<file path="config.mk">
export PLATFORM = sky130hd
export DESIGN_NAME = cfde_ctrl
export DESIGN_NICKNAME = d
export VERILOG_FILES = /design/src/hw/rtl/cfde_pkg.sv /design/src/hw/rtl/cfde_ctrl.sv
export SDC_FILE = /design/constraint.sdc
export NUM_CORES = 1
export LEC_CHECK = 0
export BUFFER_PORTS_ARGS = -buffer_cell sky130_fd_sc_hd__buf_4
export CAP_MARGIN = 15
export CORE_MARGIN = 2
export CORE_UTILIZATION = 51
export DETAILED_ROUTE_END_ITERATION = 6
export GPL_TIMING_DRIVEN = 0
export PLACE_DENSITY_LB_ADDON = 0.1
export SYNTH_ARGS = -nofsm -noshare
export SYNTH_HDL_FRONTEND = slang
export SYNTH_SLANG_ARGS = --single-unit
</file>
<file path="constraint.sdc">
create_clock -name aclk -period 4.44 [get_ports aclk]
set_input_delay 0.444 -clock aclk [delete_from_list [all_inputs] [get_ports aclk]]
set_output_delay 0.444 -clock aclk [all_outputs]
set_load 0.1 [all_outputs]
</file>
<file path="src/hw/rtl/cfde_pkg.sv">
`timescale 1ns / 1ps
`default_nettype none
// ============================================================================
// cfde_pkg: shared types and constants of the text-cell draw engine
// Opcodes, store geometry and the controller/datapath command interface.
// ============================================================================
package cfde_pkg;

    localparam int MAX_COLS  = 256;
    localparam int MAX_ROWS  = 128;
    localparam int COL_W     = $clog2(MAX_COLS);
    localparam int ROW_W     = $clog2(MAX_ROWS);
    localparam int ADDR_W    = COL_W + ROW_W;
    localparam int DEPTH     = MAX_COLS * MAX_ROWS;

    localparam logic [8:0] COLS_RESET = 9'd160;
    localparam logic [7:0] ROWS_RESET = 8'd100;

    localparam logic [0:0] REG_COLS = 1'b0;
    localparam logic [0:0] REG_ROWS = 1'b1;

    typedef enum logic [2:0] {
        OP_PLOT   = 3'd0,
        OP_CIRCLE = 3'd1,
        OP_FILL   = 3'd2,
        OP_CLEAR  = 3'd3,
        OP_READ   = 3'd4
    } opcode_t;

    // Datapath commands issued by the controller.
    typedef struct packed {
        logic load;       // capture the accepted command
        logic wr_pt;      // write the current point if inside
        logic rd_pt;      // read the current point
        logic clr_wr;     // write zero at clear address
        logic clr_step;   // advance clear address
        logic circ_sel;   // select octant point (3 bits below)
        logic [2:0] oct;
        logic circ_adv;   // dx++ and start square root
        logic sq_step;    // one square-root iteration
        logic sq_fin;     // finish rounding, update dy
        logic fill_adv;   // advance fill scan
        logic fill_init;  // start fill scan
    } cmd_t;

    typedef struct packed {
        logic clr_done;
        logic circ_done;  // dy < dx
        logic sq_done;
        logic fill_done;
    } sts_t;

endpackage
`default_nettype wire

</file>
<file path="src/hw/rtl/cfde_ctrl.sv">
`timescale 1ns / 1ps
`default_nettype none
// ============================================================================
// cfde_ctrl: command sequencer of the draw engine
// Accepts a command, steps the datapath through it and presents the result.
// ============================================================================
module cfde_ctrl (
    input  wire logic           aclk,
    input  wire logic           aresetn,
    input  wire logic           s_valid,
    output logic                s_ready,
    input  wire logic [2:0]     s_opcode,
    output logic                m_valid,
    input  wire logic           m_ready,
    output logic [15:0]         m_read_glyph,
    output logic [15:0]         m_read_colour,
    output logic                m_in_bounds,
    output cfde_pkg::cmd_t      cmd,
    input  wire cfde_pkg::sts_t sts,
    input  wire logic [31:0]    rd_data,
    input  wire logic           pt_inside
);

    typedef enum logic [8:0] {
        ST_IDLE  = 9'b000000001,
        ST_EXEC  = 9'b000000010,
        ST_READ  = 9'b000000100,
        ST_CLEAR = 9'b000001000,
        ST_OCT   = 9'b000010000,
        ST_SQRT  = 9'b000100000,
        ST_ROUND = 9'b001000000,
        ST_FILL  = 9'b010000000,
        ST_OUT   = 9'b100000000
    } state_t;

    state_t state_reg, state_next;
    logic [2:0] op_reg, oct_reg, oct_next;
    logic       ib_reg;
    logic [31:0] res_reg;
    // Set while the sweep that follows reset runs; that sweep gives no result.
    logic       init_reg;

    assign s_ready = (state_reg == ST_IDLE) && !m_valid;

    always_comb begin
        cmd = '0;
        state_next = state_reg;
        oct_next = oct_reg;
        cmd.oct = oct_reg;
        unique case (state_reg)
            ST_IDLE: begin
                if (s_valid && s_ready) begin
                    cmd.load = 1'b1;
                    state_next = ST_EXEC;
                end
            end
            ST_EXEC: begin
                priority if (op_reg == cfde_pkg::OP_PLOT) begin
                    cmd.wr_pt = 1'b1;
                    state_next = ST_OUT;
                end else if (op_reg == cfde_pkg::OP_READ) begin
                    state_next = ST_READ;
                end else if (op_reg == cfde_pkg::OP_CLEAR) begin
                    state_next = ST_CLEAR;
                end else if (op_reg == cfde_pkg::OP_CIRCLE) begin
                    oct_next = '0;
                    state_next = ST_OCT;
                end else if (op_reg == cfde_pkg::OP_FILL) begin
                    cmd.fill_init = 1'b1;
                    state_next = ST_FILL;
                end else begin
                    state_next = ST_OUT;
                end
            end
            ST_READ: state_next = ST_OUT;
            ST_CLEAR: begin
                cmd.clr_wr = 1'b1;
                cmd.clr_step = 1'b1;
                if (sts.clr_done) state_next = init_reg ? ST_IDLE : ST_OUT;
            end
            ST_OCT: begin
                if (sts.circ_done) begin
                    state_next = ST_OUT;
                end else begin
                    cmd.circ_sel = 1'b1;
                    cmd.wr_pt = 1'b1;
                    oct_next = oct_reg + 1'b1;
                    if (oct_reg == 3'd7) begin
                        cmd.circ_adv = 1'b1;
                        state_next = ST_SQRT;
                    end
                end
            end
            ST_SQRT: begin
                if (sts.sq_done) state_next = ST_ROUND;
                else cmd.sq_step = 1'b1;
            end
            ST_ROUND: begin
                cmd.sq_fin = 1'b1;
                state_next = ST_OCT;
            end
            ST_FILL: begin
                if (sts.fill_done) begin
                    state_next = ST_OUT;
                end else begin
                    cmd.fill_adv = 1'b1;
                    cmd.wr_pt = 1'b1;
                end
            end
            ST_OUT: state_next = ST_IDLE;
            default: state_next = ST_IDLE;
        endcase
    end

    always_ff @(posedge aclk) begin
        if (!aresetn) begin
            state_reg <= ST_CLEAR;
            init_reg  <= 1'b1;
            m_valid   <= 1'b0;
        end else begin
            state_reg <= state_next;
            if (state_reg == ST_CLEAR && sts.clr_done) init_reg <= 1'b0;
            if (state_reg == ST_OUT) m_valid <= 1'b1;
            else if (m_ready) m_valid <= 1'b0;
        end
    end

    always_ff @(posedge aclk) begin
        oct_reg <= oct_next;
        if (cmd.load) begin
            op_reg  <= s_opcode;
            res_reg <= '0;
            ib_reg  <= 1'b0;
        end
        if (state_reg == ST_EXEC && (op_reg == cfde_pkg::OP_PLOT ||
                                     op_reg == cfde_pkg::OP_READ)) begin
            ib_reg <= pt_inside;
        end
        if (state_reg == ST_READ && ib_reg) begin
            res_reg <= rd_data;
        end
    end

    assign m_read_glyph  = res_reg[15:0];
    assign m_read_colour = res_reg[31:16];
    assign m_in_bounds   = ib_reg;

endmodule
`default_nettype wire

</file>
==> out/summary.txt <==
critical hold path startpoint: s_opcode[2]
clock skew: 0.00976 ns
CTS Buffer Depth: 2
top-count cell post-synth: edfxtp_1
Psw: 411 µW
CTS sink count: 50
sequential-to-total area share from yosys stat: 61.3%
unrepaired setup endpoints after global routing: false
number of global-route vias before repair: 1,627
CTS tree: built
Tmin final: 2.74 ns
die area: 5000 µm²
DR vias: 1,769
FFs w/ async S/R, synth: 0%
global route overflow: 0
Netlist cell types: 44
crit path DAT: 2.29 ns
final core occ: 72.0%
final hold vios: 0
Area Growth Syn to Fin: 37.2%
routability congestion estimate: 0.899
# fillers: 334
Final period util: 61.6%
combinational share of power: 29.3%
initial DRC count: 115
Warnings, synthesis: 0
Commonest cells post-synth: 39 x edfxtp_1, 37 x and2_1, 11 x dfxtp_1
Compound-Gate Fraction of Synth Area: 6.23%
# DRC: 0
relative slew slack: 50.6%
CTS clk-pin slew, worst paths: 0.09 ns
Worst-Skew Late Latency: 0.30 ns
Nets: 331
Worst setup SP type: flip-flop
area of the multi-input gates: 796 µm²
Post-CTS Setup Bufs: 0
H-tree lvl count: 2
Critical R2R Launch: state_reg[6]
max-slew violations: 0
static leakage: 0.00132 µW
Min-Delay Path Class: in2reg
prevailing post-synth register cell: edfxtp_1
Post-Synth Adder-Cell Area: 1.10%
Via-to-Cell Ratio: 5.23
gr usage total: 19.8%
nature of the critical path endpoint: output pin
largest net degree at the start of global routing: 33
post-synth top area share: 51.6%
fmax: 0.366 GHz
largest cells by area after synthesis: edfxtp_1 52%, and2_1 10%, dfxtp_1 9.7%
Tightest Pin Transition: 0.740 ns
final WL: 5020 µm
count of input and output buffers: 91
Initial Util: 52.5%
switch share: 36.2%
Hold-fix buffers, CTS: 0
Routed Antenna Nets: 0
status: complete, no violations
main combinational cell family by area after synthesis: simple AND/OR/NAND/NOR gates
routed len/inst: 14.8 µm
Row Count: 24
IO Pins: 93
total CTS buffers: 5
Net Count, Synth: 233
1st-pass router iterations: 4
number of synthesized flops with an enable pin: 39
Pwr Total: 1140 µW
final setup vio count: 0
global-route wire length before repair: 7560 µm
VDD IR-drop max: 0.293 mV
simple-gate share of the synthesized area: 26.5%
XOR/XNOR Fraction of Synth Area: 0.772%
CP Max Fanout: 8
Max-Cap Viols: 0
cts repair resizes: 0
Post-Synthesis Cells: 187
Avg Inst Size Synth: 12.1 µm²
# diodes: 0
sequential fraction of design power: 47.6%
Die W: 70.7 µm
Post-Synthesis Cell Area: 2270 µm²
cell internal pwr: 724 µW
chip height: 70.7 µm
Power Density: 364 nW/µm²
multiplexer share of the synthesized area: 0%
share of layout cells above drive strength 1: 41.3%
#FFs+latches synth: 50
post-DP HPWL: 3870 µm
Critical path origin: state_reg[6]
initial antenna violation count: 0
Reg area: 1390 µm²
clock root cell: clkbuf_8
CP Class: reg2out
WP data required: 4.00 ns
Core Area: 4320 µm²
largest area contributor in the netlist: edfxtp_1
max reg flops: 32
Clk network pwr share: 23.1%
Setup TNS Final: 0 ns
[power groups by stage]
stage / Clock, µW / Combinational (µW) / Sequential (µW)
after floorplan: 0 / 120 / 680
after global placement: 0 / 329 / 550
after detailed placement: 0 / 333 / 551
after CTS: 269 / 333 / 540
after global routing: 285 / 345 / 543
final: 262 / 333 / 540
[per-layer routing]
metal / global-route usage (%) / part of all wire [%] / vias up
met4: 6.29 / 1.3 / 0
li1: - / - / 867
met3: 5.56 / 8.8 / 5
met2: 34.5 / 51 / 79
met5: 0 / 0 / -
met1: 23.7 / 39 / 818
[path summary, 6_finish.rpt]
check	end	slack, ns	cells after the start
max	cmd[0]	1.70	6
min	op_reg[2]	0.32	1
max reg2reg	res_reg[17]	1.83	7
min reg2reg	init_reg	0.47	2
[placed cells by master, fill, tap and decap left out, types with 3 or more instances in the layout]
| cell | instances |
|---|---|
| buf_4 | 93 |
| edfxtp_1 | 39 |
| and2_1 | 37 |
| dfxtp_1 | 11 |
| nor2_1 | 9 |
| nand2b_1 | 6 |
| nand2_1 | 6 |
| nor4_1 | 5 |
| inv_1 | 5 |
| a21oi_1 | 5 |
| nor3_1 | 5 |
| nand3_1 | 5 |
| clkbuf_8 | 5 |
| buf_2 | 4 |
| or3_1 | 4 |
| nor3_2 | 3 |
| o21a_1 | 3 |
[critical path, stage by stage, from the launching register on]
cell and delay [ns]:
dfxtp_1 0.32, buf_6 0.13, or4_4 0.47, buf_6 0.15
nor4_2 0.38, and3b_1 0.24, buf_4 0.29
[kinds of logic after synthesis]
family | after synthesis
AOI/OAI and AO/OA | 20
xor gates and xnor gates | 2
DFF | 50
adders and majority gates | 2
other | 1
buffers and inverters | 16
and+or+nand+nor | 96
[metrics by stage]
step	hold WS [ns]	setup WS, ns	area, µm²	cells
finish	0.318	1.70	3110	338
global route	0.305	1.55	3110	338
CTS	0.310	1.71	3110	338
detailed placement	0.457	1.83	3020	330
global placement	0.458	1.88	3020	330
floorplan	0.435	0.0736	2280	187
[final cells by class]
cell class                      instances  area share, %
Multi-Input combinational cell        121           25.6
Tap cell                               52           2.09
Buffer                                 10           2.09
Sequential cell                        50           44.7
Clock inverter                          3          0.683
Inverter                                6          0.763
Timing Repair Buffer                   91           21.9
Clock buffer                            5           2.21
(Power assumes the default switching activity.)
